**config.mk**
```make
export PLATFORM = sky130hd
export DESIGN_NAME = modified_miller_frame_encoder
export DESIGN_NICKNAME = d
export VERILOG_FILES = /design/src/rtl/mmfe_pkg.sv /design/src/rtl/mmfe_front.sv /design/src/rtl/mmfe_queue.sv /design/src/rtl/mmfe_back.sv /design/src/rtl/modified_miller_frame_encoder.sv
export SDC_FILE = /design/constraint.sdc
export NUM_CORES = 1
export LEC_CHECK = 0
export BUFFER_PORTS_ARGS = -buffer_cell sky130_fd_sc_hd__buf_2
export CORE_AREA = 2 2 122 124
export DETAILED_ROUTE_END_ITERATION = 6
export DIE_AREA = 0 0 124 126
export HOLD_SLACK_MARGIN = 0.08
export PLACE_DENSITY_LB_ADDON = 0.08
export SLEW_MARGIN = 10
export SYNTH_ARGS = -nofsm -noshare
export SYNTH_HDL_FRONTEND = slang
export SYNTH_SLANG_ARGS = --single-unit
```
**constraint.sdc**
```tcl
create_clock -name clk -period 16.45 [get_ports clk]
set_clock_uncertainty 0.05 [all_clocks]
set_input_delay 2.4675 -clock clk [delete_from_list [all_inputs] [get_ports clk]]
set_output_delay 2.4675 -clock clk [all_outputs]
set_load 0.005 [all_outputs]
```
**src/rtl/mmfe_pkg.sv**
```systemverilog
// Package for the modified Miller frame encoder: request payload types,
// queue entry type and symbol codes. No dependencies.
package mmfe_pkg;

    // Symbol codes, inverted polarity
    localparam logic [1:0] SYM_X = 2'h2;
    localparam logic [1:0] SYM_Y = 2'h0;
    localparam logic [1:0] SYM_Z = 2'h1;

    localparam logic [3:0] MAX_BITS = 4'd8;

    // Widest packed run of one request: 6 pending bits + 8 data + 2 closing symbols (26 bits)
    localparam int WORD_W = 32;
    localparam int TOT_W  = 5;

    typedef struct packed {
        logic [7:0] data_byte;
        logic [3:0] bit_count;
        logic       frame_last;
    } src_req_t;

    typedef struct packed {
        logic [7:0] coded_byte;
        logic [3:0] coded_bits;
        logic       frame_end;
        logic       run_last;
    } code_req_t;

    // One classified request as handed from front to back
    typedef struct packed {
        logic [WORD_W-1:0] word;     // packed symbols, bit 0 first
        logic [TOT_W-1:0]  total;    // valid bits in word
        logic [2:0]        nres;     // results to emit, 1..4
        logic              last;     // closes the frame
    } mmfe_entry_t;

endpackage

```
**src/rtl/mmfe_front.sv**
```systemverilog
// Front end: accepts source requests, encodes symbols, merges with pending
// bits and hands the packed run to the queue. Depends on mmfe_pkg.
module mmfe_front
    import mmfe_pkg::*;
(
    input  logic        clk,
    input  logic        rst_n,
    input  logic        src_valid,
    output logic        src_stall,
    input  src_req_t    src_data,
    input  logic        q_full,
    output logic        q_push,
    output mmfe_entry_t q_entry
);

    logic       frame_open_reg, frame_open_next;
    logic       previous_bit_reg, previous_bit_next;
    logic [7:0] pending_reg, pending_next;
    logic [2:0] pcount_reg, pcount_next;

    logic              accept;
    logic [3:0]        cnt;
    logic              start;
    logic              prev0;
    logic              lastb;
    logic [15:0]       data_syms;
    logic [3:0]        close_syms;
    logic [TOT_W-1:0]  off_data;
    logic [TOT_W-1:0]  off_close;
    logic [TOT_W-1:0]  total;
    logic [WORD_W-1:0] word;
    logic [2:0]        nres;

    assign src_stall = q_full;
    assign accept    = src_valid && !src_stall;

    always_comb
    begin
        logic pb;
        logic [1:0] sym;
        cnt   = (src_data.bit_count > MAX_BITS) ? MAX_BITS : src_data.bit_count;
        start = !frame_open_reg;
        prev0 = start ? 1'b0 : previous_bit_reg;
        lastb = prev0;
        data_syms = '0;
        for (int i = 0; i < 8; i++)
        begin
            pb  = (i == 0) ? prev0 : src_data.data_byte[(i == 0) ? 0 : i - 1];
            sym = src_data.data_byte[i] ? SYM_X : (pb ? SYM_Y : SYM_Z);
            if (4'(i) < cnt)
            begin
                data_syms[2*i +: 2] = sym;
                lastb = src_data.data_byte[i];
            end
        end
        // closing logical 0 then Y
        close_syms = {SYM_Y, (lastb ? SYM_Y : SYM_Z)};
        off_data   = TOT_W'(pcount_reg) + (start ? TOT_W'(2) : TOT_W'(0));
        off_close  = off_data + TOT_W'({cnt, 1'b0});
        total      = off_close + (src_data.frame_last ? TOT_W'(4) : TOT_W'(0));
        word = {{(WORD_W-8){1'b0}}, pending_reg}
             | (start ? ({{(WORD_W-2){1'b0}}, SYM_Z} << pcount_reg) : '0)
             | ({{(WORD_W-16){1'b0}}, data_syms} << off_data)
             | (src_data.frame_last ? ({{(WORD_W-4){1'b0}}, close_syms} << off_close) : '0);
        // round up in one extra bit so a 26-bit closing run does not wrap
        if (src_data.frame_last)
            nres = 3'(({1'b0, total} + 6'd7) >> 3);
        else
            nres = {1'b0, total[4:3]};
    end

    assign q_push        = accept && (nres != 3'd0);
    assign q_entry.word  = word;
    assign q_entry.total = total;
    assign q_entry.nres  = nres;
    assign q_entry.last  = src_data.frame_last;

    always_comb
    begin
        frame_open_next   = frame_open_reg;
        previous_bit_next = previous_bit_reg;
        pending_next      = pending_reg;
        pcount_next       = pcount_reg;
        if (accept)
        begin
            if (src_data.frame_last)
            begin
                frame_open_next   = 1'b0;
                previous_bit_next = 1'b0;
                pending_next      = '0;
                pcount_next       = '0;
            end
            else
            begin
                frame_open_next   = 1'b1;
                previous_bit_next = lastb;
                pending_next      = word[{total[4:3], 3'b000} +: 8];
                pcount_next       = total[2:0];
            end
        end
    end

    always_ff @(posedge clk or negedge rst_n)
    begin
        if (!rst_n)
        begin
            frame_open_reg   <= 1'b0;
            previous_bit_reg <= 1'b0;
            pending_reg      <= '0;
            pcount_reg       <= '0;
        end
        else
        begin
            frame_open_reg   <= frame_open_next;
            previous_bit_reg <= previous_bit_next;
            pending_reg      <= pending_next;
            pcount_reg       <= pcount_next;
        end
    end

endmodule

```
**src/rtl/mmfe_queue.sv**
```systemverilog
// Small queue between front and back end.
// Depends on mmfe_pkg.
module mmfe_queue
    import mmfe_pkg::*;
#(
    parameter int DEPTH = 2
)
(
    input  logic        clk,
    input  logic        rst_n,
    input  logic        push,
    input  mmfe_entry_t push_entry,
    input  logic        pop,
    output mmfe_entry_t head,
    output logic        not_empty,
    output logic        full
);

    localparam int AW = (DEPTH > 1) ? $clog2(DEPTH) : 1;
    localparam int CW = $clog2(DEPTH + 1);

    mmfe_entry_t    slots_reg [DEPTH];
    logic [AW-1:0]  wr_ptr_reg, wr_ptr_next;
    logic [AW-1:0]  rd_ptr_reg, rd_ptr_next;
    logic [CW-1:0]  count_reg, count_next;

    assign head      = slots_reg[rd_ptr_reg];
    assign not_empty = (count_reg != '0);
    assign full      = (count_reg == CW'(DEPTH));

    always_comb
    begin
        wr_ptr_next = wr_ptr_reg;
        rd_ptr_next = rd_ptr_reg;
        count_next  = count_reg;
        if (push)
            wr_ptr_next = (wr_ptr_reg == AW'(DEPTH - 1)) ? '0 : wr_ptr_reg + AW'(1);
        if (pop)
            rd_ptr_next = (rd_ptr_reg == AW'(DEPTH - 1)) ? '0 : rd_ptr_reg + AW'(1);
        if (push && !pop)
            count_next = count_reg + CW'(1);
        else if (pop && !push)
            count_next = count_reg - CW'(1);
    end

    always_ff @(posedge clk)
    begin
        if (push)
            slots_reg[wr_ptr_reg] <= push_entry;
    end

    always_ff @(posedge clk or negedge rst_n)
    begin
        if (!rst_n)
        begin
            wr_ptr_reg <= '0;
            rd_ptr_reg <= '0;
            count_reg  <= '0;
        end
        else
        begin
            wr_ptr_reg <= wr_ptr_next;
            rd_ptr_reg <= rd_ptr_next;
            count_reg  <= count_next;
        end
    end

endmodule

```
**src/rtl/mmfe_back.sv**
```systemverilog
// Back end: slices queued symbol runs into output bytes, one per cycle while
// code_stall is low, into a registered output. Depends on mmfe_pkg.
module mmfe_back
    import mmfe_pkg::*;
(
    input  logic        clk,
    input  logic        rst_n,
    input  mmfe_entry_t head,
    input  logic        head_valid,
    output logic        pop,
    output logic        code_valid,
    input  logic        code_stall,
    output code_req_t   code_data
);

    logic             out_valid_reg, out_valid_next;
    code_req_t        out_reg, out_next;
    logic [1:0]       idx_reg, idx_next;

    logic             load;
    logic             run_end;
    logic [TOT_W-1:0] remain;

    assign load    = head_valid && (!out_valid_reg || !code_stall);
    assign run_end = ({1'b0, idx_reg} == head.nres - 3'd1);
    assign remain  = head.total - TOT_W'({idx_reg, 3'b000});
    assign pop     = load && run_end;

    always_comb
    begin
        out_next.coded_byte = head.word[{idx_reg, 3'b000} +: 8];
        out_next.coded_bits = (remain >= TOT_W'(8)) ? 4'd8 : remain[3:0];
        out_next.run_last   = run_end;
        out_next.frame_end  = run_end && head.last;

        out_valid_next = out_valid_reg && code_stall;
        idx_next       = idx_reg;
        if (load)
        begin
            out_valid_next = 1'b1;
            idx_next       = run_end ? 2'd0 : idx_reg + 2'd1;
        end
    end

    always_ff @(posedge clk)
    begin
        if (load)
            out_reg <= out_next;
    end

    always_ff @(posedge clk or negedge rst_n)
    begin
        if (!rst_n)
        begin
            out_valid_reg <= 1'b0;
            idx_reg       <= '0;
        end
        else
        begin
            out_valid_reg <= out_valid_next;
            idx_reg       <= idx_next;
        end
    end

    assign code_valid = out_valid_reg;
    assign code_data  = out_reg;

endmodule

```
**src/rtl/modified_miller_frame_encoder.sv**
```systemverilog
// Modified Miller frame encoder, reader to card. Top level; uses mmfe_pkg,
// mmfe_front, mmfe_queue and mmfe_back.
// The first output byte of a request is registered in the queue and then in the back end's output register.
// Throughput: one output byte per cycle from the back end's output register while
// code_stall is low; a full 8-bit request yields two bytes, and the front
// takes a request per cycle while the queue has room.
// Reset (rst_n low, async) clears frame state, queue and output valid.
module modified_miller_frame_encoder
    import mmfe_pkg::*;
#(
    parameter int QUEUE_DEPTH = 2
)
(
    input  logic      clk,
    input  logic      rst_n,
    // source requests: up to 8 bits, LSB first
    input  logic      src_valid,
    output logic      src_stall,
    input  src_req_t  src_data,
    // coded bytes: 2-bit symbols packed LSB first
    output logic      code_valid,
    input  logic      code_stall,
    output code_req_t code_data
);

    // The front encodes a whole request combinationally: start Z when a frame
    // opens, one symbol per source bit, and the closing 0 + Y on frame_last.
    // These are merged above the pending partial byte into a packed run
    // (at most 26 bits), which the back end slices into bytes. Requests
    // that complete no byte only update the pending state and skip the queue.
    logic        q_push;
    mmfe_entry_t q_entry;
    logic        q_full;
    logic        q_pop;
    mmfe_entry_t q_head;
    logic        q_not_empty;

    mmfe_front u_front
    (
        .clk       (clk),
        .rst_n     (rst_n),
        .src_valid (src_valid),
        .src_stall (src_stall),
        .src_data  (src_data),
        .q_full    (q_full),
        .q_push    (q_push),
        .q_entry   (q_entry)
    );

    // Decouples the per-request front from the per-byte back end
    mmfe_queue #(
        .DEPTH (QUEUE_DEPTH)
    ) u_queue
    (
        .clk        (clk),
        .rst_n      (rst_n),
        .push       (q_push),
        .push_entry (q_entry),
        .pop        (q_pop),
        .head       (q_head),
        .not_empty  (q_not_empty),
        .full       (q_full)
    );

    // One byte per cycle while code_stall is low; run_last on the last byte of a request,
    // frame_end also when that request closed the frame
    mmfe_back u_back
    (
        .clk        (clk),
        .rst_n      (rst_n),
        .head       (q_head),
        .head_valid (q_not_empty),
        .pop        (q_pop),
        .code_valid (code_valid),
        .code_stall (code_stall),
        .code_data  (code_data)
    );

endmodule
```
## After elaboration in Yosys (flattened, before gate mapping)

Memory sizes are Yosys's and may differ from the RTL's.
Cells that the tools add are included.

| word-level totals | value |
|---|---|
| bits in writable memories | 82 |
| input bits | 17 |
| logic and storage cells | 114 |
| register bits | 34 |
| memories kept | 1 |

| cells by class | value |
|---|---|
| add/sub/neg operators | 11 |
| shift-type cells | 5 |
| magnitude comparators | 10 |
| equal/unequal tests | 2 |
| reductions and logical operators | 17 |
| bitwise operators | 3 |
| muxes and demuxes | 52 |

Memories:

| memory | words | width | rd ports | clocked after memory_dff | write ports | line | source |
|---|---|---|---|---|---|---|---|
| u_queue.slots_reg | 2 | 41 | 1 | 0 | 1 | mmfe_queue.sv:22 | `mmfe_entry_t slots_reg [DEPTH];` |

Operators with widths:

| kind | count |
|---|---|
| 2-to-1 mux 32 bit | 2 |
| bitwise OR 32 bit | 2 |
| variable part select 32 x 6 -> 8 bit | 2 |
| 2-to-1 mux 2 bit | 20 |
| bitwise OR 8 x 32 -> 32 bit | 1 |
| << shifter 1 x 3 -> 32 bit (first input constant) | 1 |
| << shifter 16 x 5 -> 32 bit | 1 |
| << shifter 2 x 5 -> 32 bit | 1 |
| 2-to-1 mux 1 bit | 25 |
| < comparator 3 x 4 -> 1 bit (first input constant) | 4 |
| adder 5 bit | 2 |
| 2-to-1 mux 3 bit | 3 |
| logical AND 1 bit | 8 |
| < comparator 1 x 4 -> 1 bit (first input constant) | 2 |
| < comparator 2 x 4 -> 1 bit (first input constant) | 2 |
| 2-to-1 mux 8 bit | 1 |
| adder 5 x 3 -> 6 bit (second input constant) | 1 |
| adder 3 x 5 -> 5 bit | 1 |
| greater-or-equal comparator 5 x 4 -> 1 bit (second input constant) | 1 |
| zero test 1 bit | 5 |
| subtractor 5 bit | 1 |
| adder 2 x 1 -> 2 bit (second input constant) | 2 |
| > comparator 4 bit (second input constant) | 1 |
| 2-to-1 mux 4 bit | 1 |
| 8 further kinds | 10 |

## Logic depth before layout (Yosys ltp)

Gate-level depths: netlist (run 1).

| depth | value |
|---|---|
| word-level depth | 17 |
| depth in mapped cells | 19 |
| mapped depth without buffers | 17 |

## Hierarchy

A second synthesis (run 1) with hierarchy kept.

| unflattened totals | value |
|---|---|
| cell total of the unflattened synthesis | 502 |
| area total of the unflattened synthesis | 6443.7 µm² |

Modules (own cells, without submodules):

| module | area an instance (µm²) | cells an instance | instances |
|---|---|---|---|
| mmfe_queue | 3350.7 | 144 | 1 |
| mmfe_front | 2207.1 | 304 | 1 |
| mmfe_back | 885.8 | 54 | 1 |

## Worst setup path before layout (run 1)

OpenSTA, ideal clock, no wires.

| path | value |
|---|---|
| path kind | input to register |
| from | input src_data[4] (netlist bit) |
| to | memory u_queue.slots_reg[0][0] (netlist bit) (enable) |
| required time | 15.913 ns |
| library setup time | 0.487 ns |
| data arrival time | 7.280 ns |
| path buffers | 3 |
| stages | 12 |
| slack | 8.633 ns |
| cells stage by stage | buf_6 -> buf_2 -> nor2b_1 -> ha_1 -> inv_1 -> fa_1 -> inv_1 -> ha_1 -> ha_1 -> clkbuf_1 -> nor3_1 -> nor3_1 |

RTL lines:

| item | line | source |
|---|---|---|
| start: declaration | modified_miller_frame_encoder.sv:19 | `input src_req_t src_data,` |
| end: declaration | mmfe_queue.sv:22 |  |

## Worst setup path in the final report (run 1)

| path | value |
|---|---|
| from | input src_data[2] (netlist bit) |
| to | memory u_queue.slots_reg[1][27] (netlist bit) (enable) |

| on the way | value |
|---|---|
| longest elaborated chain between the ends | 10 |

Ends and longest elaborated chain:

| item | line | source |
|---|---|---|
| > comparator 4 bit | mmfe_front.sv:41 | `cnt = (src_data.bit_count > MAX_BITS) ? MAX_BITS : src_data.bit_count;` |
| 2-to-1 mux 4 bit (*) | mmfe_front.sv:41 |  |
| adder 5 bit (*) | mmfe_front.sv:59 | `off_close = off_data + TOT_W'({cnt, 1'b0});` |
| adder 5 bit (*) | mmfe_front.sv:60 | `total = off_close + (src_data.frame_last ? TOT_W'(4) : TOT_W'(0));` |
| adder 5 x 3 -> 6 bit | mmfe_front.sv:67 | `nres = 3'(({1'b0, total} + 6'd7) >> 3);` |
| 2-to-1 mux 3 bit (*) | mmfe_front.sv:66 | `if (src_data.frame_last)` |
| nonzero test 3 bit (*) | mmfe_front.sv:72 | `assign q_push = accept && (nres != 3'd0);` |
| logical AND 1 bit (*) | mmfe_front.sv:72 |  |
| via q_push | modified_miller_frame_encoder.sv:31 | `logic q_push;` |
| 2-to-1 mux 1 bit (*) | mmfe_queue.sv:48 | `if (push)` |
| 2-to-1 mux 1 bit (implied by the code) (*) | mmfe_queue.sv:49 | `slots_reg[wr_ptr_reg] <= push_entry;` |

Mark *: on every way through the listed nets, which the timed path passes. The rest lies on a longest branch.

==> results of run 1 <==
[synthesized netlist by cell type (all sizes together) (5+ instances only)]
library cell / instances / area [um^2]
a21o: 5 / 37.54
a21oi: 18 / 90.09
a31oi: 7 / 43.79
and3: 5 / 31.28
buf: 13 / 80.07
clkbuf: 20 / 75.07
dfrtp: 19 / 475.5
edfxtp: 93 / 2793
ha: 11 / 137.6
inv: 20 / 75.07
mux2: 14 / 157.7
mux2i: 15 / 150.1
mux4: 20 / 454.2
nand2: 35 / 133.9
nand3: 7 / 35.03
nor2: 31 / 118.9
nor2b: 6 / 37.54
nor3: 14 / 70.07
nor4: 9 / 77.57
o21ai: 25 / 125.1
o221ai: 9 / 78.83
o22ai: 7 / 43.79
o31ai: 10 / 75.07
or2: 6 / 37.54
or3: 6 / 37.54
xnor2: 10 / 87.58
[layer usage]
layer / track usage (%) / share of wire [%]
met2: 32.84 / 47
met5: 0 / 0
met1: 30.80 / 46
met3: 3.986 / 4.4
met4: 6.345 / 2.3
[through the flow]
stage / instances / total power, uW / hold WS [ns] / util (%) / setup slack, ns
after floorplan: 505 / 993.1 / 0.4001 / - / 8.633
after global placement: 693 / 1183 / 0.4303 / 44.90 / 9.870
after detailed placement: 693 / 1193 / 0.4401 / 44.90 / 9.752
after CTS: 709 / 1411 / 0.4550 / 46.91 / 10.12
after global routing: 709 / 1502 / 0.4776 / 46.91 / 9.739
final: 709 / 1399 / 0.4541 / 46.91 / 10.13
[layout make-up]
| cell class | instances | area (um^2) |
|---|---|---|
| clock buffers | 10 | 229.0 |
| clock inverters | 6 | 58.81 |
| fillers | 1355 | 7599 |
| inverters | 21 | 78.83 |
| multi-input cells | 339 | 2650 |
| flip-flops and latches | 112 | 3268 |
| well taps | 184 | 230.2 |
| repair buffers | 37 | 200.2 |
[final timing paths]
kind	slack, ns	to	from	depth (start not counted)
hold reg to reg	0.45	u_queue.count_reg[1]	u_queue.count_reg[1]	1
setup / recovery	10.13	u_queue.slots_reg[1][27]	src_data[2]	14
setup reg to reg	11.19	u_queue.slots_reg[1][27]	u_front.frame_open_reg	15
min in group asynchronous	2.04	u_queue.count_reg[0]	rst_n	1
hold / removal	0.45	u_queue.count_reg[1]	u_queue.count_reg[1]	1
max in group asynchronous	13.93	u_queue.rd_ptr_reg	rst_n	1
[power groups by stage]
stage,clock network [uW],registers [uW],logic [uW]
floorplan,0,517,477
global placement,0,534,649
detailed placement,0,538,655
CTS,222,533,657
global route,235,544,723
finish,214,532,654
[cell families after synthesis]
family / synth area share (%)
fa+ha+maj: 2.570
mux: 12.42
flops: 53.27
simple gates: 12.03
buf+inv: 3.814
compound gates: 13.83
other cells: 0.06113
xor+xnor: 1.999
[worst max-delay path, delay by kind of cell]
kind	cells	cell delay, ns
simple gates	4	1.54
buf+inv	5	0.94
xor+xnor	3	0.56
fa+ha+maj	2	0.66
==> results.yml, run 1 <==
placed_design:
  place_hpwl_um: 10950
  placedInstanceArea_mm2: 0.006427
  gp_congestion: 0.8828
  port_buffers: 31
layout:
  synthToLayoutAreaGrowth_pct: 9.464
  number_of_nets_in_the_finished_design: 549
  finalInstanceArea_mm2: 0.006715
  flip_flop_count_of_the_largest_register_after_layout: 80
  post_route_cells_drive_above_1_share_pct: 19.62
  layout_common_cells: "93 x sky130_fd_sc_hd__edfxtp_1, 34 x sky130_fd_sc_hd__nand2_1, 31 x sky130_fd_sc_hd__buf_2, 30 x sky130_fd_sc_hd__nor2_1, 25 x sky130_fd_sc_hd__o21ai_0"
  antennaDiodeCount: 0
  layout.cells.most_common: "sky130_fd_sc_hd__edfxtp_1"
power_and_ir_drop:
  pwr-share-clk_pct: 15.3
  cellInternalPower_uw: 851.4
  ir_worst_vdd_mv: 0.07256
  switchingPower_uw: 547.6
  p_leak_uw: 0.002429
  power-per-cell-area_mw_per_mm2: 208.3
  power_frac_comb_pct: 46.7
  share_seq_of_total_power_pct: 38.0
  power_switching_share_pct: 39.14
die:
  core.rowCount: 44
  initial_core_util_pct: 42.86
  chip_width_um: 124
  chipHeight_um: 126
  boundaryPins: 33
  design.die.area_mm2: 0.01562
  core_area_mm2: 0.01431
setup_path:
  cp_slowest_cell: "sky130_fd_sc_hd__and2_2"
  timing.critical_path.fanout_max: 40
  critPathKind: "input port to flip-flop"
  cp_data_arrival_time_ns: 6.23
  startpoint_type: "input port"
  critPathCaptureType: "flip-flop"
  cpPeakStageDelay_ns: 0.84
  timing.critical_path.required_ns: 16.36
  critical_path.cell_chain: "buf_2, nor2b_1, inv_1, fa_1, xor2_1, inv_1, ha_1, xnor2_1, xnor2_1, buf_4, inv_2, nor3_1, nor2_1, and2_2"
clock_tree:
  htreeDepth: 3
  worst_setup_hold_path_clk_slew_ns: 0.07
  cts_buffer_depth: 2
  cts.repair_timing.setup_buffer_count: 0
  numClockSinks: 112
  cts_hold_buffers: 0
  cts-buffers-inserted: 9
  cts_root_buffer: "sky130_fd_sc_hd__clkbuf_16"
  post_cts_resized: 0
  cts_tree: "built"
  clkLatencyLatePin_ns: 0.35
global_route:
  grt_start_max_net_pins: 41
  grt_overflow_total: 0
  grt_antenna_before_repair: 0
  global_route.usage.total_pct: 21.32
  grt_pass1_vias: 4286
  grt_pass1_wl_um: 24820
timing:
  hold_vio_cnt_final: 0
  fmaxAchievable_mhz: 158.3
  tightestPinTransition_ns: 1.002
  finalSetupTns_ns: 0
  fin_crit_ns: 6.318
  unrepaired_setup_endpoints_after_global_routing: "false"
  setup_viol: 0
  slew_headroom_pct: 33.18
  maxSlewViolCount: 0
  layout_worst_path_cycle_share_pct: 38.41
run:
  maxCapViolCount: 0
detailed_routing:
  post_dr_wirelength_cell_um: 21.71
  drcViolationCount: 0
  vias: 4307
  drt-pass1-iter-count: 6
  post_detailed_route_count_of_antenna_violating_nets: 0
  drtIter0Drc: 454
  vias_per_cell: 6.075
  finalWirelength_um: 15400
synthesis:
  post_synth_inst_count: 503
  syn_area_per_cell_um2: 12.20
  synthDistinctLibCells: 74
  synthArstFlopShare_pct: 16.96
  netlist_area_mm2: 0.006135
  post_synthesis_sequential_area_ratio_pct: 53.27
  synthesis.yosys.warnings: 0
  synth_flop_cell: "sky130_fd_sc_hd__edfxtp_1"
  synth_seq_cells: 112
  synth-edff-count: 93
run_status:
  result_of_the_run: "finished, final reports clean"
hold_path:
  hp-class: "flip-flop to flip-flop"
Power figures use the tool's default switching activity.
==> run 2, diff against run 1 <==
==> constraint.sdc (replaced) <==
create_clock -name clk -period 6.1 [get_ports clk]
set_clock_uncertainty 0.05 [all_clocks]
set_input_delay 0.915 -clock clk [delete_from_list [all_inputs] [get_ports clk]]
set_output_delay 0.915 -clock clk [all_outputs]
set_load 0.005 [all_outputs]
==> results.yml, run 2 (same netlist as run 1, synthesis figures left out) <==
clock_tree:
  cts_tree: "built"
  htreeDepth: 3
  post_cts_resized: 0
  cts-buffers-inserted: 9
  worst_setup_hold_path_clk_slew_ns: 0.07
  cts_hold_buffers: 0
  cts.repair_timing.setup_buffer_count: 0
  cts_root_buffer: "sky130_fd_sc_hd__clkbuf_16"
  numClockSinks: 112
  clkLatencyLatePin_ns: 0.36
  cts_buffer_depth: 2
placed_design:
  placement.setup.worst_slack_ns: 0.3133
  gp_congestion: 0.8918
  place_hpwl_um: 10250
  port_buffers: 31
  placedInstanceArea_mm2: 0.006434
setup_path:
  register_to_register_path_setup_slack_ns: 0.68
  cp_data_arrival_time_ns: 5.39
  critPathCaptureType: "flip-flop"
  critPathKind: "input port to flip-flop"
  timing.critical_path.required_ns: 6.02
  critical_path.cell_chain: "buf_2, nor2b_1, inv_1, fa_1, xor2_1, inv_1, ha_1, xnor2_1, xnor2_1, inv_2, nor3_1, nor2_1, and2_2"
  cp_slowest_cell: "sky130_fd_sc_hd__xnor2_1"
  timing.reg2reg.worst_path_depth: 14
  timing.critical_path.fanout_max: 40
  timing.rr.end: "u_queue.slots_reg[1][40]"
  rr_startpoint: "u_front.frame_open_reg"
  startpoint_type: "input port"
  cpPeakStageDelay_ns: 0.95
layout:
  fill_cells: 1318
  number_of_nets_in_the_finished_design: 549
  flip_flop_count_of_the_largest_register_after_layout: 80
  synthToLayoutAreaGrowth_pct: 9.464
  layout_common_cells: "93 x sky130_fd_sc_hd__edfxtp_1, 34 x sky130_fd_sc_hd__nand2_1, 31 x sky130_fd_sc_hd__buf_2, 30 x sky130_fd_sc_hd__nor2_1, 25 x sky130_fd_sc_hd__o21ai_0"
  antennaDiodeCount: 0
  layout.cells.most_common: "sky130_fd_sc_hd__edfxtp_1"
  post_route_cells_drive_above_1_share_pct: 20.00
  finalInstanceArea_mm2: 0.006715
run:
  maxCapViolCount: 0
die:
  boundaryPins: 33
  design.die.area_mm2: 0.01562
  chip_width_um: 124
  core.rowCount: 44
  initial_core_util_pct: 42.86
  core_area_mm2: 0.01431
  chipHeight_um: 126
power_and_ir_drop:
  power-per-cell-area_mw_per_mm2: 556.0
  p_leak_uw: 0.002430
  ir_worst_vdd_mv: 0.1616
  overall_power_consumption_uw: 3734
timing:
  hold_vio_cnt_final: 0
  tightestPinTransition_ns: 1.211
  unrepaired_setup_endpoints_after_global_routing: "false"
  slew_headroom_pct: 18.68
  fmaxAchievable_mhz: 182.9
  layout_worst_path_cycle_share_pct: 89.61
  fin_crit_ns: 5.466
  maxSlewViolCount: 0
  setup_viol: 0
  postLayoutSetupSlackWorst_ns: 0.6339
  finalSetupTns_ns: 0
  final.hold.worst_slack_ns: 0.4460
hold_path:
  worstHoldEndpoint: "u_queue.count_reg[1]"
  worstHoldPathCells: 1
  min_from: "u_queue.count_reg[1]"
  hp-class: "flip-flop to flip-flop"
global_route:
  grt_antenna_before_repair: 0
  grt_start_max_net_pins: 41
  grt_pass1_wl_um: 23080
  grt_pass1_vias: 4077
  global_route.usage.total_pct: 19.65
  grt_overflow_total: 0
detailed_routing:
  vias: 4278
  post_dr_wirelength_cell_um: 20.50
  vias_per_cell: 6.034
  drt-pass1-iter-count: 5
  post_detailed_route_count_of_antenna_violating_nets: 0
  drcViolationCount: 0
  finalWirelength_um: 14540
  drtIter0Drc: 416
run_status:
  result_of_the_run: "finished, final reports clean"
[run 2: cell count changes in the layout (fill, tap and decap cells not counted)]
cell / before / now
sky130_fd_sc_hd__nor3_2: 1 / 0
sky130_fd_sc_hd__inv_6: 1 / 0
sky130_fd_sc_hd__clkinv_1: 3 / 1
sky130_fd_sc_hd__nor3_4: 0 / 1
sky130_fd_sc_hd__bufinv_16: 1 / 0
sky130_fd_sc_hd__inv_8: 0 / 2
sky130_fd_sc_hd__clkinv_4: 0 / 2
[run 2: per-stage QoR]
stage                     std cells  util (%)
after detailed placement        693     44.95
after global routing            709     46.91
after global placement          693     44.95
final                           709     46.91
after floorplan                 505         -
after CTS                       709     46.91
[run 2: routing by layer]
| metal | track usage [%] | share of wire, % | up-vias |
|---|---|---|---|
| li1 | - | - | 1996 |
| met1 | 30.24 | 48 | 2123 |
| met2 | 28.09 | 44 | 134 |
| met3 | 2.808 | 4.7 | 25 |
| met4 | 7.469 | 2.4 | 0 |
| met5 | 0 | 0 | - |
[run 2: worst max-delay path by stage]
stage	slack, ns	startpoint	end	cells after the start
2_1_floorplan	1.06	src_data[4]	u_queue.slots_reg[0][0]	12
3_3_place_gp	0.53	src_data[2]	u_queue.slots_reg[1][34]	13
3_5_place_dp	0.31	src_data[2]	u_queue.slots_reg[1][34]	13
4_1_cts	0.70	src_data[2]	u_queue.slots_reg[1][10]	13
5_1_grt	0.16	src_data[2]	u_queue.slots_reg[1][40]	13
6_report	0.63	src_data[2]	u_queue.slots_reg[1][40]	13
[run 2: layout make-up]
class / instances / area, um^2 / share of cell area [%]
Clock buffer: 10 / 229.0 / 3.410
Timing Repair Buffer: 37 / 200.2 / 2.981
Sequential cell: 112 / 3268 / 48.67
Clock inverter: 6 / 52.55 / 0.7826
Tap cell: 184 / 230.2 / 3.428
Inverter: 21 / 78.83 / 1.174
Multi-Input combinational cell: 339 / 2656 / 39.56
[run 2: where the power goes]
group / internal [uW] / switching (uW) / total, uW
Clock: 284 / 282 / 566
Sequential: 1290 / 134 / 1430
Combinational: 687 / 1050 / 1740
Total: 2260 / 1470 / 3730
[run 2: critical path, delay by kind of cell]
family                   cells  cell delay [ns]
AND/OR/NAND/NOR              4             1.48
XOR/XNOR                     3             1.38
buffers and inverters        4             0.89
adder cells (fa/ha/maj)      2             0.67
